`src/hw/rtl/ees_pkg.sv`:
```
`timescale 1ns / 1ps
// ----------------------------------------------------------------------------
// Experience exchange sorter package
// Shared sizes, payload types, controller states and the command and status
// groups that join the controller to the datapath.
// ----------------------------------------------------------------------------
package ees_pkg;

  localparam int MAX_RECORDS = 16;
  localparam int IDX_W       = $clog2(MAX_RECORDS);
  localparam int CNT_W       = $clog2(MAX_RECORDS + 1);
  localparam int SUM_W       = CNT_W + 1;

  localparam int YEAR_W = 12;
  localparam int KEY_W  = 13;
  localparam int ID_W   = 16;

  localparam logic [YEAR_W-1:0] YEAR_RESET = YEAR_W'(2000);

  typedef struct packed {
    logic [YEAR_W-1:0] hire_year;
    logic [ID_W-1:0]   record_id;
    logic              last_record;
  } ees_in_t;

  typedef struct packed {
    logic signed [KEY_W-1:0] experience;
    logic [ID_W-1:0]         sorted_id;
    logic                    last_out;
    logic                    overflow;
  } ees_out_t;

  // One stored record: experience key and id.
  typedef struct packed {
    logic signed [KEY_W-1:0] key;
    logic [ID_W-1:0]         id;
  } ees_entry_t;

  typedef enum logic [2:0] {
    S_FILL,
    S_RDROW,
    S_LDROW,
    S_CMP,
    S_WRROW,
    S_ERD,
    S_EOUT
  } ees_state_t;

  typedef struct packed {
    logic store;    // take one record into the store
    logic rd_row;   // read the entry of the current row
    logic ld_row;   // hold the row entry, read the first later entry
    logic cmp;      // compare the held entry with one later entry
    logic wr_row;   // write the held entry back to its row
    logic emit_rd;  // read the first entry for output
    logic emit_ld;  // move one entry into the output register
    logic clear;    // start a new set
  } ees_cmd_t;

  typedef struct packed {
    logic empty;      // nothing stored yet
    logic cmp_last;   // the compare is at the last stored entry
    logic row_more;   // another row remains after this one
    logic emit_last;  // the entry being sent is the last one
    logic out_free;   // the output register can take an entry
  } ees_status_t;

endpackage

```
`src/hw/rtl/ees_controller.sv`:
```
`timescale 1ns / 1ps
// ----------------------------------------------------------------------------
// Experience exchange sorter controller
// Sequences filling, the exchange sort passes and emission of the results.
// ----------------------------------------------------------------------------
module ees_controller (
  input  logic                 clk,
  input  logic                 rst,
  input  logic                 in_valid,
  input  logic                 in_last,
  input  ees_pkg::ees_status_t status,
  output logic                 in_ready,
  output ees_pkg::ees_cmd_t    cmd
);
  import ees_pkg::*;

  ees_state_t state;
  ees_state_t state_next;

  always_ff @(posedge clk) begin
    if (rst) begin
      state <= S_FILL;
    end else begin
      state <= state_next;
    end
  end

  always_comb begin
    state_next = state;
    cmd        = '0;
    in_ready   = 1'b0;
    case (state)
      S_FILL: begin
        in_ready = 1'b1;
        if (in_valid) begin
          cmd.store = 1'b1;
          if (in_last) begin
            // A single record needs no sorting.
            state_next = status.empty ? S_ERD : S_RDROW;
          end
        end
      end
      S_RDROW: begin
        cmd.rd_row = 1'b1;
        state_next = S_LDROW;
      end
      S_LDROW: begin
        cmd.ld_row = 1'b1;
        state_next = S_CMP;
      end
      S_CMP: begin
        cmd.cmp = 1'b1;
        if (status.cmp_last) begin
          state_next = S_WRROW;
        end
      end
      S_WRROW: begin
        cmd.wr_row = 1'b1;
        state_next = status.row_more ? S_LDROW : S_ERD;
      end
      S_ERD: begin
        cmd.emit_rd = 1'b1;
        state_next  = S_EOUT;
      end
      S_EOUT: begin
        if (status.out_free) begin
          cmd.emit_ld = 1'b1;
          if (status.emit_last) begin
            cmd.clear  = 1'b1;
            state_next = S_FILL;
          end
        end
      end
      default: begin
        state_next = S_FILL;
      end
    endcase
  end

endmodule

```
`src/hw/rtl/ees_datapath.sv`:
```
`timescale 1ns / 1ps
// ----------------------------------------------------------------------------
// Experience exchange sorter datapath
// Record store, held row entry, current year register, sort counters and the output register.
// ----------------------------------------------------------------------------
module ees_datapath (
  input  logic                          clk,
  input  logic                          rst,
  input  logic                          cfg_valid,
  input  logic [ees_pkg::YEAR_W-1:0]    cfg_data,
  input  ees_pkg::ees_in_t              in_data,
  input  ees_pkg::ees_cmd_t             cmd,
  output ees_pkg::ees_status_t          status,
  input  logic                          out_ready,
  output logic                          out_valid,
  output ees_pkg::ees_out_t             out_data
);
  import ees_pkg::*;

  logic [YEAR_W-1:0] current_year;
  logic [CNT_W-1:0]  count;
  logic              ovf;
  logic [IDX_W-1:0]  row;
  logic [IDX_W-1:0]  col;
  logic [IDX_W-1:0]  emit_idx;
  ees_entry_t        cur;
  ees_entry_t        rd_entry;
  ees_entry_t        mem [MAX_RECORDS];

  logic              full;
  logic              swap;
  ees_entry_t        new_entry;
  logic              wr_en;
  logic [IDX_W-1:0]  wr_addr;
  ees_entry_t        wr_data;
  logic              rd_en;
  logic [IDX_W-1:0]  rd_addr;

  assign full          = (count == CNT_W'(MAX_RECORDS));
  assign swap          = ($signed(cur.key) > $signed(rd_entry.key));
  assign new_entry.key = $signed(KEY_W'({1'b0, current_year}) - KEY_W'({1'b0, in_data.hire_year}));
  assign new_entry.id  = in_data.record_id;

  assign status.empty     = (count == '0);
  assign status.cmp_last  = (CNT_W'(col) == count - CNT_W'(1));
  assign status.row_more  = (SUM_W'(row) + SUM_W'(2) < SUM_W'(count));
  assign status.emit_last = (CNT_W'(emit_idx) == count - CNT_W'(1));
  assign status.out_free  = !out_valid || out_ready;

  // Store port selection.
  always_comb begin
    wr_en   = 1'b0;
    wr_addr = '0;
    wr_data = cur;
    rd_en   = 1'b0;
    rd_addr = '0;
    if (cmd.store && !full) begin
      wr_en   = 1'b1;
      wr_addr = count[IDX_W-1:0];
      wr_data = new_entry;
    end
    if (cmd.cmp && swap) begin
      wr_en   = 1'b1;
      wr_addr = col;
    end
    if (cmd.wr_row) begin
      wr_en   = 1'b1;
      wr_addr = row;
    end
    if (cmd.rd_row) begin
      rd_en   = 1'b1;
      rd_addr = row;
    end
    if (cmd.ld_row || cmd.wr_row) begin
      rd_en   = 1'b1;
      rd_addr = row + IDX_W'(1);
    end
    if (cmd.cmp && !status.cmp_last) begin
      rd_en   = 1'b1;
      rd_addr = col + IDX_W'(1);
    end
    if (cmd.emit_rd) begin
      rd_en   = 1'b1;
      rd_addr = emit_idx;
    end
    if (cmd.emit_ld && !status.emit_last) begin
      rd_en   = 1'b1;
      rd_addr = emit_idx + IDX_W'(1);
    end
  end

  always_ff @(posedge clk) begin
    if (wr_en) begin
      mem[wr_addr] <= wr_data;
    end
    if (rd_en) begin
      rd_entry <= mem[rd_addr];
    end
  end

  // The held entry keeps the running minimum of the current row.
  always_ff @(posedge clk) begin
    if (cmd.ld_row || (cmd.cmp && swap)) begin
      cur <= rd_entry;
    end
  end

  always_ff @(posedge clk) begin
    if (rst) begin
      current_year <= YEAR_RESET;
    end else if (cfg_valid) begin
      current_year <= cfg_data;
    end
  end

  always_ff @(posedge clk) begin
    if (rst) begin
      count    <= '0;
      ovf      <= 1'b0;
      row      <= '0;
      col      <= '0;
      emit_idx <= '0;
    end else if (cmd.clear) begin
      count    <= '0;
      ovf      <= 1'b0;
      row      <= '0;
      col      <= '0;
      emit_idx <= '0;
    end else begin
      if (cmd.store) begin
        if (full) begin
          ovf <= 1'b1;
        end else begin
          count <= count + CNT_W'(1);
        end
      end
      if (cmd.ld_row) begin
        col <= row + IDX_W'(1);
      end
      if (cmd.cmp && !status.cmp_last) begin
        col <= col + IDX_W'(1);
      end
      if (cmd.wr_row) begin
        row <= row + IDX_W'(1);
      end
      if (cmd.emit_ld) begin
        emit_idx <= emit_idx + IDX_W'(1);
      end
    end
  end

  always_ff @(posedge clk) begin
    if (rst) begin
      out_valid <= 1'b0;
    end else if (cmd.emit_ld) begin
      out_valid <= 1'b1;
    end else if (out_ready) begin
      out_valid <= 1'b0;
    end
  end

  always_ff @(posedge clk) begin
    if (cmd.emit_ld) begin
      out_data.experience <= rd_entry.key;
      out_data.sorted_id  <= rd_entry.id;
      out_data.last_out   <= status.emit_last;
      out_data.overflow   <= ovf;
    end
  end

endmodule

```
`src/hw/rtl/experience_exchange_sorter.sv`:
```
`timescale 1ns / 1ps
// ----------------------------------------------------------------------------
// Experience exchange sorter
// Collects a set of records, sorts them by experience with an exchange sort
// and sends them out in ascending order.
// ----------------------------------------------------------------------------
// The block takes one request per cycle while it is filling: each carries a
// hire year, a record id and a last-record flag, and the experience key
// (current year minus hire year, 13-bit two's complement) is stored with the
// id in a 16-entry store with one read and one write port. Records past the
// sixteenth are dropped and mark every result of that set with the overflow
// flag. After the last record the block stops taking requests and sorts: for
// each row i the entry at i is held in a register and compared against every
// later entry, one per cycle, swapping on a strictly greater key, so equal
// keys keep exactly the order of a classic exchange sort. For two or more
// stored records the sort does one compare per cycle through the store's
// single read port; a single record skips the sort. Emission reads the
// first entry, then moves each result into the output register whenever
// it has room, so a stalling consumer holds emission up. The last result
// carries last_out, and the block accepts the next set while that result
// still waits in the output register. The current year register resets to
// 2000 and is written through the cfg channel, which is always ready; write
// it only between sets.
// ----------------------------------------------------------------------------
module experience_exchange_sorter (
  input  logic                       clk,
  input  logic                       rst,
  input  logic                       cfg_valid,
  output logic                       cfg_ready,
  input  logic [ees_pkg::YEAR_W-1:0] cfg_data,
  input  logic                       in_valid,
  output logic                       in_ready,
  input  ees_pkg::ees_in_t           in_data,
  output logic                       out_valid,
  input  logic                       out_ready,
  output ees_pkg::ees_out_t          out_data
);
  import ees_pkg::*;

  ees_cmd_t    cmd;
  ees_status_t status;

  // The year register takes a write in any cycle.
  assign cfg_ready = 1'b1;

  // The controller walks the fill, sort and emit phases and issues one
  // command group per cycle.
  ees_controller u_ctrl (
    .clk      (clk),
    .rst      (rst),
    .in_valid (in_valid),
    .in_last  (in_data.last_record),
    .status   (status),
    .in_ready (in_ready),
    .cmd      (cmd)
  );

  // The datapath holds the store, the sort counters and the output register.
  ees_datapath u_dp (
    .clk       (clk),
    .rst       (rst),
    .cfg_valid (cfg_valid),
    .cfg_data  (cfg_data),
    .in_data   (in_data),
    .cmd       (cmd),
    .status    (status),
    .out_ready (out_ready),
    .out_valid (out_valid),
    .out_data  (out_data)
  );

  // Once the last record of a set is taken, in_ready drops; no request is taken
  // until the last result of the set has been loaded into the output register.
  assert property (@(posedge clk) disable iff (rst)
    in_valid && in_ready && in_data.last_record |=> !in_ready)
    else $error("request taken right after the last record of a set");

  // Once the last result of a set is loaded into the output register, the
  // block is filling again in the next cycle.
  assert property (@(posedge clk) disable iff (rst)
    cmd.emit_ld && status.emit_last |=> in_ready)
    else $error("block not filling after the last result was loaded");

  // The controller issues at most one datapath operation per cycle.
  assert property (@(posedge clk) disable iff (rst)
    $onehot0({cmd.store, cmd.rd_row, cmd.ld_row, cmd.cmp, cmd.wr_row,
              cmd.emit_rd, cmd.emit_ld}))
    else $error("more than one datapath operation in a cycle");

  // A result is moved into the output register only when it has room.
  assert property (@(posedge clk) disable iff (rst)
    cmd.emit_ld |-> status.out_free)
    else $error("output register overwritten while still full");

endmodule
```
`config.mk`:
```
export PLATFORM = sky130hd
export DESIGN_NAME = experience_exchange_sorter
export DESIGN_NICKNAME = d
export VERILOG_FILES = /design/src/hw/rtl/ees_pkg.sv /design/src/hw/rtl/ees_controller.sv /design/src/hw/rtl/ees_datapath.sv /design/src/hw/rtl/experience_exchange_sorter.sv
export SDC_FILE = /design/constraint.sdc
export NUM_CORES = 1
export LEC_CHECK = 0
export BUFFER_PORTS_ARGS = -buffer_cell sky130_fd_sc_hd__buf_2
export CORE_MARGIN = 3
export CORE_UTILIZATION = 40
export CTS_CLUSTER_DIAMETER = 150
export DETAILED_ROUTE_END_ITERATION = 16
export SYNTH_ARGS = -nofsm -noshare
export SYNTH_HDL_FRONTEND = slang
export SYNTH_SLANG_ARGS = --single-unit
```
`constraint.sdc`:
```
create_clock -name clk -period 8.65 [get_ports clk]
set_input_delay 0.4325 -clock clk [delete_from_list [all_inputs] [get_ports clk]]
set_output_delay 0.4325 -clock clk [all_outputs]
set_load 0.02 [all_outputs]
```
== Word-level counts from Yosys, hierarchy flattened ==
Memories as Yosys holds them, arrays and structs flattened. A register that Yosys moved wholly into a read port is not among the register bits.
Cells that the tools add are included.
Operators by class
  $add $sub $neg: 7
  equal/unequal tests: 14
  bitwise logic cells: 1
  order comparisons: 2
  mux-type cells: 42
  reduce and logical (&&, ||, !) cells: 19
Operator list (number)
  2-to-1 mux 4 bit: 10
  2-to-1 mux 29 bit: 1
  2-to-1 mux 1 bit: 21
  2-to-1 mux 3 bit: 7
  one-hot mux 3 bit (7 select lines): 1
  > comparator 13 bit: 1
  subtractor 12 x 12 -> 13 bit: 1
  adder 4 x 1 -> 4 bit (second input constant): 3
  equality test 4 x 5 -> 1 bit: 2
  equality test 3 bit (second input constant): 3
  equality test 3 x 2 -> 1 bit (second input constant): 2
  < comparator 6 x 5 -> 1 bit: 1
  != test 2 bit (second input constant): 3
  adder 4 x 2 -> 5 bit (second input constant): 1
  adder 5 x 1 -> 5 bit (second input constant): 1
  equality test 5 bit (second input constant): 1
  logical NOT 5 bit: 1
  AND reduction 5 bit: 1
  subtractor 5 x 1 -> 5 bit (second input constant): 1
  logical AND 1 bit: 4
  logical NOT 1 bit: 4
  2-to-1 mux 2 bit: 2
  != test 2 x 1 -> 1 bit (second input constant): 2
  AND reduction 2 bit: 2
  6 further kinds: 9
Word-level totals
  memories: 1
  output and inout bits: 34
  register bits after elaboration: 94
  memory bits (writable): 464
Memory list
  u_dp.mem: depth 16, width 29, rd ports 1, clocked after Yosys merged registers in 1, write ports 1, RTL line ees_datapath.sv:28  | ees_entry_t mem [MAX_RECORDS];

== Logic depth before layout (Yosys ltp) ==
  depth in word-level cells: 8
  mapped depth: 16
  depth with buffers taken out: 12

== Hierarchy ==
From an unflattened synthesis, not the netlist that was laid out.
Unflattened totals
  cells, all modules: 2010
  area total of the unflattened synthesis: 27331.2 um^2
By module, submodules not included
  ees_datapath: cells an instance 1971, area each 27030.9 um^2, seq. area each 17226.5 um^2, instances 1
  ees_controller: cells an instance 37, area each 289.0 um^2, seq. area each 60.1 um^2, instances 1
  experience_exchange_sorter: cells an instance 2, area each 11.3 um^2, seq. area each 0.0 um^2, instances 1

== Worst setup path after synthesis ==
OpenSTA, ideal clock, no wires.
  path type: register to register
  start point: register, netlist name u_dp.rd_entry[17]
  end point: memory u_dp.mem[0][0] (netlist name) (enable)
  clock period less this slack: 4021 ps
  buffers on the path: 0
  slack: 4629 ps
  data arrival time: 3603 ps
  library setup time: 418 ps
  stages on the path, launching flop included: 12
  cell sequence: edfxtp_1 > inv_1 > ha_1 > nor2b_1 > o21a_1 > o21a_1 > o21ai_0 > a21oi_1 > o211a_1 > a221o_1 > nor3b_1 > nor2b_1
Between the ends
  longest elaborated chain between the ends: 6
  elaborated cells on any way between the ends: 8
  those cells by class: order compare: 1; mux: 6; reduce/logical: 1
Ends and longest elaborated chain
  > comparator 13 bit *: RTL line ees_datapath.sv:40  | assign swap = ($signed(cur.key) > $signed(rd_entry.key));
  logical AND 1 bit *: RTL line ees_datapath.sv:62  | if (cmd.cmp && swap) begin
  2-to-1 mux 1 bit: RTL line ees_datapath.sv:62
  2-to-1 mux 1 bit: RTL line ees_datapath.sv:66  | if (cmd.wr_row) begin
  2-to-1 mux 1 bit: RTL line ees_datapath.sv:93  | if (wr_en) begin
  2-to-1 mux 1 bit (not written as such): RTL line ees_datapath.sv:94  | mem[wr_addr] <= wr_data;
  end: declaration: RTL line ees_datapath.sv:28
Every way passes the cells marked *; elsewhere a longest branch is shown, timed or not.

== Final worst setup path ==
  start point: register u_dp.count[0]
  end point: register, netlist name u_dp.rd_entry[1]
Between the ends
  longest elaborated chain between the ends: 7
  elaborated cells on any way between the ends: 13
  those cells by class: add/sub: 1; eq/ne: 2; mux: 6; reduce/logical: 4
Ends and longest elaborated chain
  start: declaration: RTL line ees_datapath.sv:21  | logic [CNT_W-1:0] count;
  start signal: assignment: RTL line ees_datapath.sv:134  | count <= count + CNT_W'(1);
  subtractor 5 x 1 -> 5 bit *: RTL line ees_datapath.sv:45, ees_datapath.sv:47
  equality test 4 x 5 -> 1 bit: RTL line ees_datapath.sv:45  | assign status.cmp_last = (CNT_W'(col) == count - CNT_W'(1));
  logical NOT 1 bit: RTL line ees_datapath.sv:78  | if (cmd.cmp && !status.cmp_last) begin
  logical AND 1 bit: RTL line ees_datapath.sv:78
  2-to-1 mux 4 bit or 2-to-1 mux 1 bit (tied branches): RTL line ees_datapath.sv:78
  2-to-1 mux 4 bit or 2-to-1 mux 1 bit (tied branches): RTL line ees_datapath.sv:82  | if (cmd.emit_rd) begin
  2-to-1 mux 4 bit or 2-to-1 mux 1 bit (tied branches): RTL line ees_datapath.sv:86  | if (cmd.emit_ld && !status.emit_last) begin
Marks and branches as above.
A chain may end at the register's enable or synchronous reset.

==> parameters.txt <==
Parameter                              Value

Status
  Result of the run    finished, final reports clean

Clock network
  Hold_buf cts    5
  Buffers from clock root to sink, at most    3
  Clk Tree Root Cell    sky130_fd_sc_hd__clkbuf_16
  Clock-pin slew reported for the worst setup and hold paths after clock tree synthesis    60 ps
  Clock buffers created by TritonCTS    59
  Number of clock sinks    587
  Post-cts gate resize count    0
  Post-CTS Setup Bufs    0
  H-tree level count    2
  Worst-Skew Late Latency    630 ps
  CTS tree    done

Layout
  Area growth from synthesis to layout    13.7%
  Combined area of the multi-input logic cells    0.00636 sq mm
  Fraction of final layout cells sized beyond drive strength 1    15.3%
  Total number of nets in the final design    1816
  Antenna fix cells    0
  Post-Layout Cell Count    2554
  Final core utilization    46.1%
  Highest-count cells in the layout ignoring fill and taps    sky130_fd_sc_hd__edfxtp_1 (553), sky130_fd_sc_hd__nand2_1 (257), sky130_fd_sc_hd__nor2_1 (122), sky130_fd_sc_hd__mux2i_1 (122), sky130_fd_sc_hd__buf_2 (78)
  Leading cell type in the layout, fill and taps excluded    sky130_fd_sc_hd__edfxtp_1
  Count of fill cells added during filler insertion    5141
  FF+latch area    0.0173 sq mm
  Post-Layout Inst Area    0.0274 sq mm

Floorplan
  Floorplan die width    251 um
  Core ar.    0.0594 sq mm
  Die Span Y    251 um
  Initial Utilization    40.6%
  Area of the die    0.0632 sq mm
  Number of top-level pins    80
  FP Rows    89

Synthesis
  Synthesis Warnings    0
  Share of the yosys chip area belonging to registers    71.7%
  Netlist cell types    75
  Netlist Area Pre-Place    0.0241 sq mm
  Leading register cell type out of synthesis    sky130_fd_sc_hd__edfxtp_1
  Post-synth EDFFs    553
  Ys async rst share    0%
  Number of instances in the synthesized netlist    1626
  Synthesized net count    1708
  Count of state elements after synthesis    587
  Mapped Avg Cell Area    14.8 sq um

Critical path
  Worst setup startpoint    u_dp.count[0]
  Highest-delay cell along the critical path    sky130_fd_sc_hd__a2111oi_4
  Peak fanout along the critical path    17
  Type of element capturing the critical path    flip-flop
  Cell type with the highest occurrence count on the critical path    sky130_fd_sc_hd__buf_4
  Type of the worst setup path    flip-flop to flip-flop
  Cells along the critical path    inv_1 > ha_1 > nor3b_4 > o22ai_1 > nor4_2 > buf_4 > nor2_1 > a2111oi_4 > nor2b_2 > and2_1 > buf_4 > a32oi_1 > o2111a_1
  Reg-to-reg startpoint    u_dp.count[0]
  Worst EP required    9010 ps
  Critical path's largest stage delay    680 ps
  Critical path startpoint category    flip-flop
  Arrival time at the worst endpoint    4930 ps

Detailed routing
  Number of nets with antenna violations after routing    0
  Routed wirelength normalized by instance count    22.6 um
  First-pass DRT Iterations    5
  Total via count after detailed routing    13.8k
  WL final    57800 um
  Residual DRC count    0
  Detail-routed via count per cell    5.39
  Number of DRC markers after the initial detailed-route iteration    1242

Power
  Leakage power of the design    9.33 nW
  Power per Cell Area    335 mW/mm^2
  Post-layout total power    9.18 mW
  IR drop worst, VDD    0.000283 V

Timing
  Slew at the pin with the worst max-slew slack    1150 ps
  Max Slew Vio Count    0
  Setup repair after global routing missed its margin    false
  FMAX    219 MHz
  Final count of negative-setup-slack endpoints    0
  Setup Skew    35.5 ps
  Post-route clock period utilization    52.8%
  Time the worst path needs with I/O delays and setup    4570 ps
  Fin Setup TNS    0 ps
  Final Hold Fails    0
  Worst relative slew slack    23.3%

Place
  Post-detailed-placement cell area    0.0255 sq mm
  Cell count after placement    2441
  GPL Wtd Cong    0.775
  Post-DP HPWL    30300 um
  Count of buffers from port buffering    78

Min path
  Hold path startpoint    cfg_data[10]
  Classification of the worst-slack hold path    primary input to flip-flop

GRT
  Via count of the first global-routing pass    13.9k
  Wire length of the first global-routing pass    86900 um
  Remaining Overflow, GRT    0
  Maximum number of pins on one net before global-route repair    125
  Overall global routing resource usage    18.2%
  Initial antenna violation count    1

Job
  Number of maximum-capacitance violations    0
[where the power goes]
group	total, mW	switching [mW]	internal (mW)
registers	4.13	0.174	3.95
logic	2.66	1.79	0.867
clock network	2.39	1.07	1.32
[flip-flops by register name (all words and copies together) (netlist names)]
name,cells
u_dp.rd_entry,29
u_dp.row,4
u_dp.emit_idx,4
u_dp.col,4
u_ctrl.state,3
u_dp.current_year,12
u_dp.out_data,31
u_dp.mem,464
u_dp.ovf,1
u_dp.count,5
u_dp.out_valid,1
u_dp.cur,29
[cells in the mapped netlist (3+ instances only)]
library cell	instances	area share [%]
sky130_fd_sc_hd__a211o_1	7	0.25
sky130_fd_sc_hd__a21boi_0	3	0.093
sky130_fd_sc_hd__a21o_1	7	0.22
sky130_fd_sc_hd__a21oi_1	26	0.54
sky130_fd_sc_hd__a221o_1	4	0.17
sky130_fd_sc_hd__a221oi_1	9	0.33
sky130_fd_sc_hd__a221oi_2	20	1.2
sky130_fd_sc_hd__a32o_1	28	1.2
sky130_fd_sc_hd__a32oi_1	28	1.0
sky130_fd_sc_hd__and3_1	5	0.13
sky130_fd_sc_hd__buf_1	3	0.047
sky130_fd_sc_hd__buf_2	24	0.50
sky130_fd_sc_hd__buf_6	13	0.61
sky130_fd_sc_hd__clkbuf_1	39	0.61
sky130_fd_sc_hd__dfxtp_1	34	2.8
sky130_fd_sc_hd__edfxtp_1	553	69
sky130_fd_sc_hd__ha_1	35	1.8
sky130_fd_sc_hd__inv_1	42	0.65
sky130_fd_sc_hd__mux2_2	3	0.14
sky130_fd_sc_hd__mux2i_1	122	5.1
sky130_fd_sc_hd__nand2_1	257	4.0
sky130_fd_sc_hd__nand2b_1	10	0.26
sky130_fd_sc_hd__nand3_1	38	0.79
sky130_fd_sc_hd__nor2_1	134	2.1
sky130_fd_sc_hd__nor2_4	3	0.14
sky130_fd_sc_hd__nor2b_1	15	0.39
sky130_fd_sc_hd__nor3_1	10	0.21
sky130_fd_sc_hd__o2111a_1	28	1.3
sky130_fd_sc_hd__o21a_1	5	0.16
sky130_fd_sc_hd__o21ai_0	22	0.46
sky130_fd_sc_hd__o31ai_1	5	0.16
sky130_fd_sc_hd__or2_2	4	0.10
sky130_fd_sc_hd__or3_1	3	0.078
sky130_fd_sc_hd__xnor2_1	14	0.51
sky130_fd_sc_hd__xor2_1	15	0.55
[path summary, 6_finish.rpt]
path | depth (start not counted) | endpoint | slack [ps]
hold reg to reg | 0 | u_dp.out_data[0] | 460
hold / removal | 2 | u_dp.current_year[10] | 40
setup reg to reg | 13 | u_dp.rd_entry[1] | 4080
setup / recovery | 13 | u_dp.rd_entry[1] | 4080
[logic make-up after synthesis]
family | synth area share (%)
mux | 5.43
compound gates | 8.15
flops | 71.7
other cells | 0.0156
buf+inv | 2.48
simple gates | 9.14
xor+xnor | 1.15
fa+ha+maj | 1.90
[per-stage QoR]
| stage | hold WS (ps) | setup WS (ps) |
|---|---|---|
| 3_5_place_dp | 440 | 4110 |
| 3_3_place_gp | 452 | 4250 |
| 4_1_cts | 12.5 | 4080 |
| 5_1_grt | 34.5 | 3750 |
| 6_report | 43.7 | 4080 |
| 2_1_floorplan | 409 | 4630 |
[metal layers]
layer | GRT usage [%] | vias to the layer above | wire length [um]
met5 | 0 | - | 0
met4 | 4.51 | 0 | 1030
met3 | 2.52 | 76 | 3060
met2 | 30.6 | 400 | 27900
met1 | 25.2 | 6915 | 25800
li1 | - | 6373 | -
[area by class of cell]
class	count	share of cell area [%]
multi-input cells	916	23.2
repair buffers	128	2.93
inverters	42	0.576
clock inverters	42	1.03
clock buffers	66	5.56
well taps	773	3.53
flip-flops and latches	587	63.1
[worst max-delay path, delay by kind of cell, from the launching register on]
kind	cells	cell delay, ps
AO/OA/AOI/OAI	4	1150
AND/OR/NAND/NOR	5	1630
adder cells (fa/ha/maj)	1	270
buffers and inverters	3	830
flip-flops	1	410
No activity file was read; power rests on OpenSTA's default activity.
